`src/recb_pkg.sv`:
```
// shared types, codes and step-count helper for the rotary encoder and button control
package recb_pkg;

    localparam int PUSH_DEBOUNCE_TICKS_DEF = 20;
    localparam int S_TDATA_W = 8;
    localparam int M_TDATA_W = 24;
    localparam int CFG_INDEX_W = 3;
    localparam int CFG_DATA_W = 16;

    typedef enum logic [1:0] {
        DIR_IDLE = 2'd0,
        DIR_CW   = 2'd1,
        DIR_CCW  = 2'd2,
        DIR_ODD  = 2'd3
    } recb_dir_t;

    typedef enum logic [1:0] {
        EV_NONE   = 2'd0,
        EV_SINGLE = 2'd1,
        EV_DOUBLE = 2'd2,
        EV_LONG   = 2'd3
    } recb_event_t;

    typedef enum logic [2:0] {
        REG_DUAL_MODE    = 3'd0,
        REG_ATT_STEPS    = 3'd1,
        REG_CHAN_STEPS   = 3'd2,
        REG_MAX_ATT      = 3'd3,
        REG_MAX_CHAN     = 3'd4,
        REG_DEBOUNCE     = 3'd5,
        REG_LONG_PRESS   = 3'd6,
        REG_DOUBLE_CLICK = 3'd7
    } recb_reg_t;

    typedef struct packed {
        logic [15:0] debounce_ticks;
        logic [15:0] long_press_ticks;
        logic [15:0] double_click_ticks;
    } recb_btn_cfg_t;

    typedef struct packed {
        logic signed [4:0] count;
        recb_dir_t         last;
        logic signed [1:0] unit;
    } recb_step_t;

    function automatic recb_step_t recb_count_step(logic signed [4:0] count,
                                                    recb_dir_t last,
                                                    recb_dir_t dir,
                                                    logic [3:0] steps);
        recb_step_t        res;
        logic signed [5:0] c;
        logic signed [5:0] lim;
        c = (last != dir) ? 6'sd0 : 6'(count);
        lim = signed'({2'b00, steps});
        if (dir == DIR_CW) begin
            c = c + 6'sd1;
        end else if (dir == DIR_CCW) begin
            c = c - 6'sd1;
        end
        res.last = dir;
        if (c >= lim) begin
            res.count = 5'sd0;
            res.unit = 2'sd1;
        end else if (c <= -lim) begin
            res.count = 5'sd0;
            res.unit = -2'sd1;
        end else begin
            res.count = c[4:0];
            res.unit = 2'sd0;
        end
        return res;
    endfunction

endpackage

```
`src/recb_button.sv`:
```
// click classifier for one push button: single, double and long press
module recb_button (
    input  logic                   aclk,
    input  logic                   aresetn,
    input  logic                   step_en,
    input  logic                   level,
    input  logic [15:0]            tick,
    input  recb_pkg::recb_btn_cfg_t cfg,
    output recb_pkg::recb_event_t  event_code
);
    import recb_pkg::*;

    logic        down_reg, down_next;
    logic        await_reg, await_next;
    logic [15:0] press_reg, press_next;
    logic [15:0] release_reg, release_next;
    logic [1:0]  tally_reg, tally_next;
    logic [15:0] dur;
    logic [15:0] since;

    always_comb begin
        down_next = down_reg;
        await_next = await_reg;
        press_next = press_reg;
        release_next = release_reg;
        tally_next = tally_reg;
        event_code = EV_NONE;
        dur = tick - press_reg;
        if (!level) begin
            if (!down_reg) begin
                press_next = tick;
                down_next = 1'b1;
            end
        end else if (down_reg) begin
            down_next = 1'b0;
            if (dur >= cfg.debounce_ticks) begin
                release_next = tick;
                if (dur >= cfg.long_press_ticks) begin
                    event_code = EV_LONG;
                    tally_next = 2'd0;
                    await_next = 1'b0;
                end else begin
                    if (tally_reg != 2'd3) begin
                        tally_next = tally_reg + 2'd1;
                    end
                    await_next = 1'b1;
                end
            end
        end
        since = tick - release_next;
        if (await_next && (since > cfg.double_click_ticks)) begin
            if (tally_next == 2'd1) begin
                event_code = EV_SINGLE;
            end else if (tally_next == 2'd2) begin
                event_code = EV_DOUBLE;
            end
            tally_next = 2'd0;
            await_next = 1'b0;
        end
    end

    always_ff @(posedge aclk) begin
        if (!aresetn) begin
            down_reg <= 1'b0;
            await_reg <= 1'b0;
            press_reg <= '0;
            release_reg <= '0;
            tally_reg <= '0;
        end else if (step_en) begin
            down_reg <= down_next;
            await_reg <= await_next;
            press_reg <= press_next;
            release_reg <= release_next;
            tally_reg <= tally_next;
        end
    end

    // a pending click sequence always holds at least one click
    a_await_tally: assert property (@(posedge aclk) disable iff (!aresetn)
        await_reg == (tally_reg != 2'd0))
        else $error("click tally and pending timeout disagree");

endmodule

```
`src/rotary_encoder_button_control.sv`:
```
// top level: encoder detent counting, attenuation/channel control, button and push handling
//
//  channel   ports                          word contents (lsb first)
//  input     s_tvalid s_tready s_tdata      dir_one, dir_two, switch_one_level,
//            s_tuser                        switch_two_level, push_ack | single_target
//  result    m_tvalid m_tready m_tdata      attenuation, channel, button_one_event,
//                                           button_two_event, push_pending
//  config    cfg_valid cfg_ready            cfg_index (register), cfg_data (value)
//
//  one tick word per cycle while s_tready is high; the result is in m_tdata
//  the cycle after acceptance; a single result register decouples the sides;
//  s_tready drops only while it holds a word that m_tready does not take
//  cfg_ready is always high; registers return to their defaults on aresetn low
//  aresetn is synchronous and clears all tick state and the result valid
module rotary_encoder_button_control #(
    parameter int PUSH_DEBOUNCE_TICKS = recb_pkg::PUSH_DEBOUNCE_TICKS_DEF
) (
    input  logic                             aclk,
    input  logic                             aresetn,
    input  logic                             s_tvalid,
    output logic                             s_tready,
    input  logic [recb_pkg::S_TDATA_W-1:0]   s_tdata,  // dir_one[1:0], dir_two[3:2],
                                                       // switch_one_level[4],
                                                       // switch_two_level[5],
                                                       // push_ack[6], zero[7]
    input  logic                             s_tuser,  // single_target[0]
    output logic                             m_tvalid,
    input  logic                             m_tready,
    output logic [recb_pkg::M_TDATA_W-1:0]   m_tdata,  // attenuation[7:0], channel[11:8],
                                                       // button_one_event[13:12],
                                                       // button_two_event[15:14],
                                                       // push_pending[16], zero[23:17]
    input  logic                             cfg_valid,
    output logic                             cfg_ready,
    input  logic [recb_pkg::CFG_INDEX_W-1:0] cfg_index,
    input  logic [recb_pkg::CFG_DATA_W-1:0]  cfg_data
);
    import recb_pkg::*;

    localparam int HOLD_W = $clog2(PUSH_DEBOUNCE_TICKS + 1);

    // configuration
    logic          dual_mode_reg;
    logic [3:0]    att_steps_reg;
    logic [3:0]    chan_steps_reg;
    logic [7:0]    max_att_reg;
    logic [3:0]    max_chan_reg;
    recb_btn_cfg_t btn_cfg_reg;

    // tick state
    logic signed [4:0] cnt_reg [4];
    logic signed [4:0] cnt_next [4];
    recb_dir_t         last_reg [3];
    recb_dir_t         last_next [3];
    logic [7:0]        att_reg, att_next;
    logic [3:0]        chan_reg, chan_next;
    logic [15:0]       tick_reg, tick_next;
    logic [HOLD_W-1:0] hold_reg, hold_next;
    logic              qual_reg, qual_next;
    logic              push_reg, push_next;

    // result register
    logic                 out_valid_reg;
    logic [M_TDATA_W-1:0] out_data_reg;

    logic        accept;
    recb_dir_t   dir_one, dir_two;
    logic        sw_one, sw_two, push_ack, single_target;
    recb_event_t ev_one, ev_two;
    recb_event_t ev_one_res, ev_two_res;
    logic        btn_en;

    assign dir_one       = recb_dir_t'(s_tdata[1:0]);
    assign dir_two       = recb_dir_t'(s_tdata[3:2]);
    assign sw_one        = s_tdata[4];
    assign sw_two        = s_tdata[5];
    assign push_ack      = s_tdata[6];
    assign single_target = s_tuser;

    assign s_tready  = !out_valid_reg || m_tready;
    assign accept    = s_tvalid && s_tready;
    assign m_tvalid  = out_valid_reg;
    assign m_tdata   = out_data_reg;
    assign cfg_ready = 1'b1;
    assign btn_en    = accept && dual_mode_reg;

    // buttons report nothing in single mode
    assign ev_one_res = dual_mode_reg ? ev_one : EV_NONE;
    assign ev_two_res = dual_mode_reg ? ev_two : EV_NONE;

    always_ff @(posedge aclk) begin
        if (!aresetn) begin
            dual_mode_reg <= 1'b1;
            att_steps_reg <= 4'd2;
            chan_steps_reg <= 4'd4;
            max_att_reg <= 8'd255;
            max_chan_reg <= 4'd3;
            btn_cfg_reg.debounce_ticks <= 16'd50;
            btn_cfg_reg.long_press_ticks <= 16'd1000;
            btn_cfg_reg.double_click_ticks <= 16'd300;
        end else if (cfg_valid && cfg_ready) begin
            unique case (recb_reg_t'(cfg_index))
                REG_DUAL_MODE:    dual_mode_reg <= cfg_data[0];
                REG_ATT_STEPS:    att_steps_reg <= cfg_data[3:0];
                REG_CHAN_STEPS:   chan_steps_reg <= cfg_data[3:0];
                REG_MAX_ATT:      max_att_reg <= cfg_data[7:0];
                REG_MAX_CHAN:     max_chan_reg <= cfg_data[3:0];
                REG_DEBOUNCE:     btn_cfg_reg.debounce_ticks <= cfg_data;
                REG_LONG_PRESS:   btn_cfg_reg.long_press_ticks <= cfg_data;
                REG_DOUBLE_CLICK: btn_cfg_reg.double_click_ticks <= cfg_data;
                default:          dual_mode_reg <= dual_mode_reg;
            endcase
        end
    end

    recb_button u_button_one (
        .aclk       (aclk),
        .aresetn    (aresetn),
        .step_en    (btn_en),
        .level      (sw_one),
        .tick       (tick_next),
        .cfg        (btn_cfg_reg),
        .event_code (ev_one)
    );

    recb_button u_button_two (
        .aclk       (aclk),
        .aresetn    (aresetn),
        .step_en    (btn_en),
        .level      (sw_two),
        .tick       (tick_next),
        .cfg        (btn_cfg_reg),
        .event_code (ev_two)
    );

    always_comb begin
        recb_step_t        st;
        logic signed [9:0] av;
        logic signed [5:0] cv;
        logic [1:0]        aslot, cslot;
        logic [1:0]        dslot;
        logic              do_att, do_chan;
        recb_dir_t         adir, cdir;

        for (int i = 0; i < 4; i++) begin
            cnt_next[i] = cnt_reg[i];
        end
        for (int i = 0; i < 3; i++) begin
            last_next[i] = last_reg[i];
        end
        att_next = att_reg;
        chan_next = chan_reg;
        tick_next = tick_reg;
        hold_next = hold_reg;
        qual_next = qual_reg;
        push_next = push_reg;

        if (push_ack) begin
            push_next = 1'b0;
            hold_next = '0;
            qual_next = 1'b0;
        end

        // slot choice: dual uses counts 0/1 and directions 0/1, single uses 2/3 and 2
        if (dual_mode_reg) begin
            do_att = (dir_one != DIR_IDLE);
            do_chan = (dir_two != DIR_IDLE);
            adir = dir_one;
            cdir = dir_two;
            aslot = 2'd0;
            cslot = 2'd1;
        end else begin
            do_att = (dir_one != DIR_IDLE) && !single_target;
            do_chan = (dir_one != DIR_IDLE) && single_target;
            adir = dir_one;
            cdir = dir_one;
            aslot = 2'd2;
            cslot = 2'd3;
        end

        dslot = dual_mode_reg ? 2'd0 : 2'd2;
        st = recb_count_step(cnt_reg[aslot], last_reg[dslot], adir, att_steps_reg);
        av = 10'(signed'({2'b00, att_reg})) - 10'(st.unit);
        if (do_att) begin
            cnt_next[aslot] = st.count;
            last_next[dslot] = st.last;
            if (av > signed'({2'b00, max_att_reg})) begin
                att_next = max_att_reg;
            end else if (av < 10'sd0) begin
                att_next = 8'd0;
            end else begin
                att_next = av[7:0];
            end
        end

        dslot = dual_mode_reg ? 2'd1 : 2'd2;
        st = recb_count_step(cnt_reg[cslot], last_reg[dslot], cdir, chan_steps_reg);
        cv = 6'(signed'({2'b00, chan_reg})) + 6'(st.unit);
        if (do_chan) begin
            cnt_next[cslot] = st.count;
            last_next[dslot] = st.last;
            if (cv > signed'({2'b00, max_chan_reg})) begin
                chan_next = 4'd0;
            end else if (cv < 6'sd0) begin
                chan_next = max_chan_reg;
            end else begin
                chan_next = cv[3:0];
            end
        end

        if (dual_mode_reg) begin
            tick_next = tick_reg + 16'd1;
        end else if (!push_next) begin
            if (!sw_one) begin
                if (hold_next != '1) begin
                    hold_next = hold_next + HOLD_W'(1);
                end
                qual_next = (hold_next >= HOLD_W'(PUSH_DEBOUNCE_TICKS));
            end else begin
                if (qual_next) begin
                    push_next = 1'b1;
                end
                hold_next = '0;
            end
        end
    end

    always_ff @(posedge aclk) begin
        if (!aresetn) begin
            for (int i = 0; i < 4; i++) begin
                cnt_reg[i] <= '0;
            end
            for (int i = 0; i < 3; i++) begin
                last_reg[i] <= DIR_IDLE;
            end
            att_reg <= '0;
            chan_reg <= '0;
            tick_reg <= '0;
            hold_reg <= '0;
            qual_reg <= 1'b0;
            push_reg <= 1'b0;
        end else if (accept) begin
            for (int i = 0; i < 4; i++) begin
                cnt_reg[i] <= cnt_next[i];
            end
            for (int i = 0; i < 3; i++) begin
                last_reg[i] <= last_next[i];
            end
            att_reg <= att_next;
            chan_reg <= chan_next;
            tick_reg <= tick_next;
            hold_reg <= hold_next;
            qual_reg <= qual_next;
            push_reg <= push_next;
        end
    end

    always_ff @(posedge aclk) begin
        if (!aresetn) begin
            out_valid_reg <= 1'b0;
        end else if (accept) begin
            out_valid_reg <= 1'b1;
        end else if (m_tready) begin
            out_valid_reg <= 1'b0;
        end
    end

    always_ff @(posedge aclk) begin
        if (accept) begin
            out_data_reg <= {7'd0, push_next, ev_two_res, ev_one_res, chan_next, att_next};
        end
    end

    a_accept_valid: assert property (@(posedge aclk) disable iff (!aresetn)
        accept |=> m_tvalid)
        else $error("accepted word produced no result");

    a_stall_cause: assert property (@(posedge aclk) disable iff (!aresetn)
        !s_tready |-> (m_tvalid && !m_tready))
        else $error("input stalled without a blocked result");

    a_single_no_event: assert property (@(posedge aclk) disable iff (!aresetn)
        (m_tvalid && !dual_mode_reg) |-> (m_tdata[15:12] == 4'd0))
        else $error("button event reported in single mode");

    a_push_held: assert property (@(posedge aclk) disable iff (!aresetn)
        (push_reg && !(accept && push_ack)) |=> push_reg)
        else $error("push flag dropped without acknowledge");

    a_tick_frozen: assert property (@(posedge aclk) disable iff (!aresetn)
        (accept && !dual_mode_reg) |=> $stable(tick_reg))
        else $error("tick counter moved in single mode");

endmodule
```
`config.mk`:
```
export PLATFORM = sky130hd
export DESIGN_NAME = rotary_encoder_button_control
export DESIGN_NICKNAME = d
export VERILOG_FILES = /design/src/recb_pkg.sv /design/src/recb_button.sv /design/src/rotary_encoder_button_control.sv
export SDC_FILE = /design/constraint.sdc
export NUM_CORES = 1
export LEC_CHECK = 0
export BUFFER_PORTS_ARGS = -buffer_cell sky130_fd_sc_hd__clkbuf_2
export CAP_MARGIN = 20
export CORE_MARGIN = 2
export CORE_UTILIZATION = 60
export DETAILED_ROUTE_END_ITERATION = 10
export GPL_TIMING_DRIVEN = 1
export PLACE_DENSITY_LB_ADDON = 0.12
export SLEW_MARGIN = 10
export SYNTH_ARGS = -nofsm -noshare
export SYNTH_HDL_FRONTEND = slang
export SYNTH_HIERARCHICAL = 1
export SYNTH_SLANG_ARGS = --single-unit
export TNS_END_PERCENT = 50
```
`constraint.sdc`:
```
create_clock -name aclk -period 11 [get_ports aclk]
set_input_delay 0.55 -clock aclk [delete_from_list [all_inputs] [get_ports aclk]]
set_output_delay 0.55 -clock aclk [all_outputs]
set_load 0.05 [all_outputs]
```
==> summary.txt, run 1 <==
Floorplanning
  • Core Region: 0.0285 mm^2
  • Die ar.: 0.0303 mm^2
  • Row Count: 62
  • # IOs: 60
  • Die X: 174 um
  • Initial Utilization: 60.8%
  • Die Span Y: 174 um

Setup path
  • Req. time, crit path: 11.29 ns
  • Critical path's largest stage delay: 0.54 ns
  • CP dominant cell by count: ha_1
  • Worst Path Arrival: 10.12 ns
  • Crit-path max FO: 32
  • Crit. End Element: flip-flop
  • Critical path type: reg -> reg
  • CP startpoint kind: flip-flop
  • Worst path buffer plus inverter count: 2
  • Slowest cell on crit path: o21ai_2
  • Top Family by Delay on Critical Path: compound AO/OA/AOI/OAI gates

Timing
  • Max-slew violations: 0
  • Fin crit period: 9.83 ns
  • Setup TNS: 0 ns
  • Worst-margin pin slew: 1.11 ns
  • Crit share post-route: 89.4%
  • Final hold viol count: 0
  • Final worst slack: 1.17 ns
  • RSZ-0062 raised after global routing: false
  • Layout Skew: 0.0180 ns
  • Fmax: 102 MHz
  • Count of final setup violators: 0
  • Slew margin rel.: 25.6%

Worst hold path
  • Tightest Hold Check Type: in -> reg

Final layout
  • Fin nets: 2,451
  • Max FFs per register: 48
  • Share of cells above drive strength 1: 7.67%
  • Diode count: 0
  • Area growth syn-to-layout: 8.64%
  • Final cell count without fillers: 2,613
  • Util after Layout: 66.0%

Synth
  • Post-synth EDFFs: 43
  • Most used DFF post-synth: dfxtp_1
  • Post-synth cell types: 99
  • Register area share after synthesis: 27.9%
  • Async S/R FF share, synth: 0%
  • Cell accounting for the most synthesized area: dfxtp_1
  • Avg Cell Area, Syn: 7.95 um^2
  • Register bit total from synthesis: 220
  • Synth area leaders: dfxtp_1 (20%), ha_1 (15%), edfxtp_1 (7.4%)
  • Post-Syn Instances: 2,181
  • Synth Cell Area: 0.0173 mm^2
  • Yosys warning count: 6
  • Share of the synthesized area in the top cell type: 20.4%

Detailed routing
  • Via-to-Cell Ratio: 5.82
  • DR DRC count: 0
  • Final ANT Viol Nets: 0
  • Drt initial violations: 1,019
  • DR WL/cell: 16.5 um
  • Routed Wire Length: 43,200 um
  • Via count: 15,200
  • 1st-pass router iterations: 6

Run
  • Max-cap violations: 0

Power and ir drop
  • Peak VDD IR: 0.112 mV
  • Pint: 0.00195 W
  • Sw Ratio: 38.0%
  • Leakage: 8.18 nW
  • Comb power frac: 42.3%
  • Clock power frac: 28.1%
  • Sequential fraction of design power: 29.6%
  • P_sw: 0.00119 W
  • Pwr dens: 167 mW/mm^2

GRT
  • Largest net degree at the start of global routing: 75
  • First-pass GRT wire length: 71,200 um
  • Initial antenna violation count: 0
  • GRT overflow: 0
  • Vias in the first global route: 14,400
  • Global-route usage over all layers: 28.2%

CTS
  • Total setup buffers inserted after CTS: 0
  • CTS Hold Buffers Added: 0
  • Sink Count: 220
  • Root Driver: clkbuf_16
  • H-tree depth: 1
  • Post-cts resize count: 0
  • Insertion delay to the later sink of the worst-skew pair: 0.54 ns
  • CTS tree: built
  • Maximum clock path buffer count: 3
  • Reg clk slew, reported paths: 0.06 ns
  • CTS Buf Count: 26

Placement
  • Placed Cells incl. Taps: 2,564
  • Routability Congestion: 0.944
  • Pre-CTS WS: 1.28 ns
  • HPWL Detailed: 32,200 um
  • # port buffers: 50

Run status
  • Status: complete, no violations
[worst paths after layout]
kind,from,to,slack (ns),cells past startpoint
max,dual_mode_reg$_SDFFE_PN1P_,m_tdata[13]$_SDFFCE_PN0P_,1.17,39
min,s_tvalid,m_tvalid$_SDFFE_PN0P_,0.27,3
max reg2reg,dual_mode_reg$_SDFFE_PN1P_,m_tdata[13]$_SDFFCE_PN0P_,1.17,39
min reg2reg,u_button_one/press_reg[11]$_SDFFE_PN0P_,u_button_one/press_reg[11]$_SDFFE_PN0P_,0.46,2
[cell usage in the layout (no fill, tap or decap), types with 7 or more instances in the layout]
| master | Yosys | routed |
|---|---|---|
| xnor2_1 | 68 | 67 |
| nand4_1 | 24 | 24 |
| a21boi_0 | 51 | 51 |
| o211ai_1 | 25 | 25 |
| clkbuf_2 | 0 | 49 |
| or3_1 | 11 | 11 |
| conb_1 | 2 | 8 |
| clkbuf_16 | 0 | 29 |
| o21a_1 | 19 | 19 |
| xor2_1 | 27 | 27 |
| buf_4 | 12 | 28 |
| o21ai_0 | 84 | 84 |
| nand3_1 | 61 | 61 |
| dfxtp_1 | 177 | 176 |
| a21o_1 | 33 | 33 |
| inv_1 | 209 | 209 |
| nor2b_1 | 46 | 46 |
| a21oi_1 | 145 | 145 |
| mux2i_1 | 65 | 65 |
| nand3b_1 | 8 | 8 |
| o31ai_1 | 11 | 11 |
| nand2_1 | 323 | 323 |
| mux2_2 | 8 | 8 |
| nand2b_1 | 30 | 30 |
| a211oi_1 | 31 | 31 |
| nor2_1 | 144 | 142 |
| clkbuf_8 | 0 | 7 |
| ha_1 | 203 | 203 |
| edfxtp_1 | 43 | 43 |
| and3_1 | 15 | 15 |
| and2_1 | 33 | 33 |
| a31oi_1 | 16 | 16 |
| nor3_1 | 45 | 45 |
[cell type report]
type | count | area [um^2]
multi-input cells | 1669 | 11400
fillers | 2502 | 9710
flip-flops and latches | 220 | 4840
clock buffers | 41 | 845
inverters | 213 | 800
well taps | 384 | 480
repair buffers | 79 | 475
clock inverters | 7 | 45.0
[per-layer routing]
metal	part of all wire (%)	track usage [%]
met1	46	37.8
met2	46	47.8
met3	5.6	3.46
met4	2.3	8.05
met5	0	0
[cells in the mapped netlist (19+ instances only)]
library cell / instances
xor2_1: 27
nor3_1: 45
nand2_1: 323
dfxtp_1: 177
o21a_1: 19
nor2_1: 144
nand4_1: 24
mux2i_1: 65
ha_1: 203
inv_1: 209
xnor2_1: 68
o211ai_1: 25
a21boi_0: 51
a211oi_1: 31
a21o_1: 33
nor2b_1: 46
o21ai_0: 84
nand3_1: 61
a21oi_1: 145
and2_1: 33
clkbuf_1: 61
nand2b_1: 30
edfxtp_1: 43
[worst min-delay path: stages]
cell and delay (ns):
clkbuf_2 0.09, inv_1 0.04, a21boi_0 0.07
[stage by stage]
stage	hold slack, ns	cell area, um^2	power, W
floorplan	0.436	17400	0.00197
global route	0.305	18800	0.00335
detailed placement	0.447	17900	0.00225
global placement	0.443	17900	0.00222
CTS	0.253	18800	0.00314
finish	0.265	18800	0.00314
[power groups by stage]
stage          clock network, W  registers (W)  logic [W]
2_1_floorplan                 0        0.00101   0.000959
5_1_grt                0.000932       0.000935    0.00148
3_5_place_dp                  0       0.000946    0.00131
4_1_cts                0.000896       0.000929    0.00132
6_report               0.000882       0.000929    0.00133
3_3_place_gp                  0       0.000943    0.00127
[logic make-up after synthesis]
logic type / count (synthesis) / synth area share [%]
XOR/XNOR: 96 / 4.89
other: 2 / 0.0433
flip-flops: 220 / 27.9
AND/OR/NAND/NOR: 779 / 21.1
buffers and inverters: 298 / 6.85
AO/OA/AOI/OAI: 501 / 19.2
multiplexers: 76 / 4.62
adder cells (fa/ha/maj): 209 / 15.3
Power figures use the tool's default switching activity.
==> inputs of run 2 (changes only) <==
--- a/config.mk
+++ b/config.mk
@@ -7,5 +7,5 @@
 export LEC_CHECK = 0
 export BUFFER_PORTS_ARGS = -buffer_cell sky130_fd_sc_hd__clkbuf_2
-export CAP_MARGIN = 20
+export CAP_MARGIN = 25
 export CORE_MARGIN = 2
 export CORE_UTILIZATION = 60
==> constraint.sdc (replaced) <==
create_clock -name aclk -period 11 [get_ports aclk]
set_input_delay 0.55 -clock aclk [delete_from_list [all_inputs] [get_ports aclk]]
set_output_delay 0.55 -clock aclk [all_outputs]
set_load 0.01 [all_outputs]
==> run 2 against run 1 <==
Compared with the run above: routed wire length fell by 0.32%; total power fell by 2.7%; via count rose by 0.78%; sequential cell count did not move; sequential share of layout area barely moved; sequential power barely moved.
==> summary.txt, run 2 (synthesis gave the netlist of run 1 again) <==
CTS
  • Total setup buffers inserted after CTS: 0
  • Sink Count: 220
  • Insertion delay to the later sink of the worst-skew pair: 0.54 ns
  • Post-cts resize count: 0
  • Maximum clock path buffer count: 3
  • Root Driver: clkbuf_16
  • CTS Hold Buffers Added: 0
  • H-tree depth: 1
  • CTS tree: built
  • Reg clk slew, reported paths: 0.06 ns
  • CTS Buf Count: 27

Timing
  • Crit share post-route: 89.9%
  • Setup TNS: 0 ns
  • Slew margin rel.: 27.8%
  • Layout Skew: 0.0158 ns
  • Count of final setup violators: 0
  • Final hold viol count: 0
  • RSZ-0062 raised after global routing: false
  • Hold slack final: 0.264 ns
  • Worst-margin pin slew: 1.08 ns
  • Fin crit period: 9.89 ns
  • Max-slew violations: 0
  • Fmax: 101 MHz

Detailed routing
  • Max layer used: met4
  • Met1 wire length: 19,900 um
  • Wire length on met2: 19,600 um
  • DR DRC count: 0
  • 1st-pass router iterations: 5
  • Drt initial violations: 1,040
  • Via-to-Cell Ratio: 5.86
  • DR WL/cell: 16.5 um
  • Via count: 15,300
  • Met3 WL: 2270 um
  • Routed Wire Length: 43,100 um
  • Final ANT Viol Nets: 0

Power and ir drop
  • Pwr dens: 162 mW/mm^2
  • Peak VDD IR: 0.130 mV
  • Leakage: 8.19 nW

Final layout
  • Final cell count without fillers: 2,617
  • Diode count: 0
  • Commonest non-fill, non-tap cell in the layout: nand2_1
  • Most frequent cells in the layout: nand2_1 (323), inv_1 (209), ha_1 (203)
  • Util after Layout: 66.0%
  • Max FFs per register: 48
  • Area growth syn-to-layout: 8.62%
  • Fin nets: 2,454
  • Share of cells above drive strength 1: 7.70%

GRT
  • GRT overflow: 0
  • Largest net degree at the start of global routing: 75
  • First-pass GRT wire length: 70,700 um
  • Vias in the first global route: 14,500
  • Initial antenna violation count: 0
  • Global-route usage over all layers: 28.0%

Floorplanning
  • # IOs: 60
  • Initial Utilization: 60.8%
  • Row Count: 62
  • Die X: 174 um
  • Core Region: 0.0285 mm^2
  • Die Span Y: 174 um
  • Die ar.: 0.0303 mm^2

Placement
  • HPWL Detailed: 32,200 um
  • # port buffers: 50
  • Routability Congestion: 0.944
  • Placed Cells incl. Taps: 2,565

Setup path
  • CP startpoint kind: flip-flop
  • Slowest cell on crit path: xor2_1
  • Reg-to-reg startpoint: dual_mode_reg$_SDFFE_PN1P_
  • Reg2Reg Setup Slack: 1.11 ns
  • Worst Path Arrival: 10.30 ns
  • Crit Reg-Reg Endpoint: m_tdata[12]$_SDFFCE_PN0P_
  • Crit-path max FO: 32
  • Crit path from: dual_mode_reg$_SDFFE_PN1P_
  • Critical path's largest stage delay: 0.55 ns
  • Crit path capture: m_tdata[12]$_SDFFCE_PN0P_
  • Worst r2r path cells: 38
  • Critical path type: reg -> reg
  • Req. time, crit path: 11.41 ns
  • Crit. End Element: flip-flop

Run
  • Max-cap violations: 0

Worst hold path
  • Tightest Hold Check Type: in -> reg

Run status
  • Status: complete, no violations
==> run 2: changes by cell type in the layout (fill, tap and decap cells not counted), sizes merged <==
cell / before / now
clkinvlp: 1 / 0
inv: 210 / 211
buf: 30 / 31
clkinv: 9 / 11
clkbuf: 90 / 91
==> run 2: critical path, delay by kind of cell (launching register included) <==
family | cells | cell delay (ns)
DFF | 1 | 0.37
xor gates and xnor gates | 2 | 0.74
adders and majority gates | 5 | 1.63
and+or+nand+nor | 10 | 1.97
buffers and inverters | 2 | 0.38
AOI/OAI and AO/OA | 19 | 4.63
==> run 2: worst min path at each step <==
stage	from	endpoint	slack, ns	cells past startpoint
CTS	s_tvalid	m_tvalid$_SDFFE_PN0P_	0.25	3
global route	s_tvalid	m_tvalid$_SDFFE_PN0P_	0.30	3
floorplan	u_button_one/press_reg[10]$_SDFFE_PN0P_	u_button_one/press_reg[10]$_SDFFE_PN0P_	0.44	2
detailed placement	u_button_one/press_reg[11]$_SDFFE_PN0P_	u_button_one/press_reg[11]$_SDFFE_PN0P_	0.45	2
finish	s_tvalid	m_tvalid$_SDFFE_PN0P_	0.26	3
global placement	u_button_one/press_reg[11]$_SDFFE_PN0P_	u_button_one/press_reg[11]$_SDFFE_PN0P_	0.44	2
==> run 2: power breakdown <==
part	switching, W	total (W)	internal [W]	leakage, nW
Sequential	0.0000347	0.000929	0.000894	1.89
Combinational	0.000741	0.00127	0.000526	5.86
Clock	0.000352	0.000858	0.000505	0.432
==> run 2: final cells by class <==
cell class | count | area [um^2]
Multi-Input combinational cell | 1669 | 11400
Fill cell | 2524 | 9710
Sequential cell | 220 | 4840
Clock buffer | 41 | 810
Inverter | 213 | 800
Timing Repair Buffer | 81 | 503
Tap cell | 384 | 480
Clock inverter | 9 | 48.8
==> run 2: metal layers <==
metal | track usage (%) | vias up
li1 | - | 7642
met1 | 37.3 | 7221
met2 | 47.2 | 385
met3 | 3.76 | 88
met4 | 8.79 | 0
met5 | 0 | -
==> run 2: per-stage QoR <==
stage,cell area (um^2),setup slack [ns],total power [W]
final,18800,1.11,0.00305
after global routing,18800,0.232,0.00326
after CTS,18800,1.23,0.00306
after detailed placement,18000,1.31,0.00219
after global placement,17900,1.42,0.00215
after floorplan,17400,1.81,0.00190
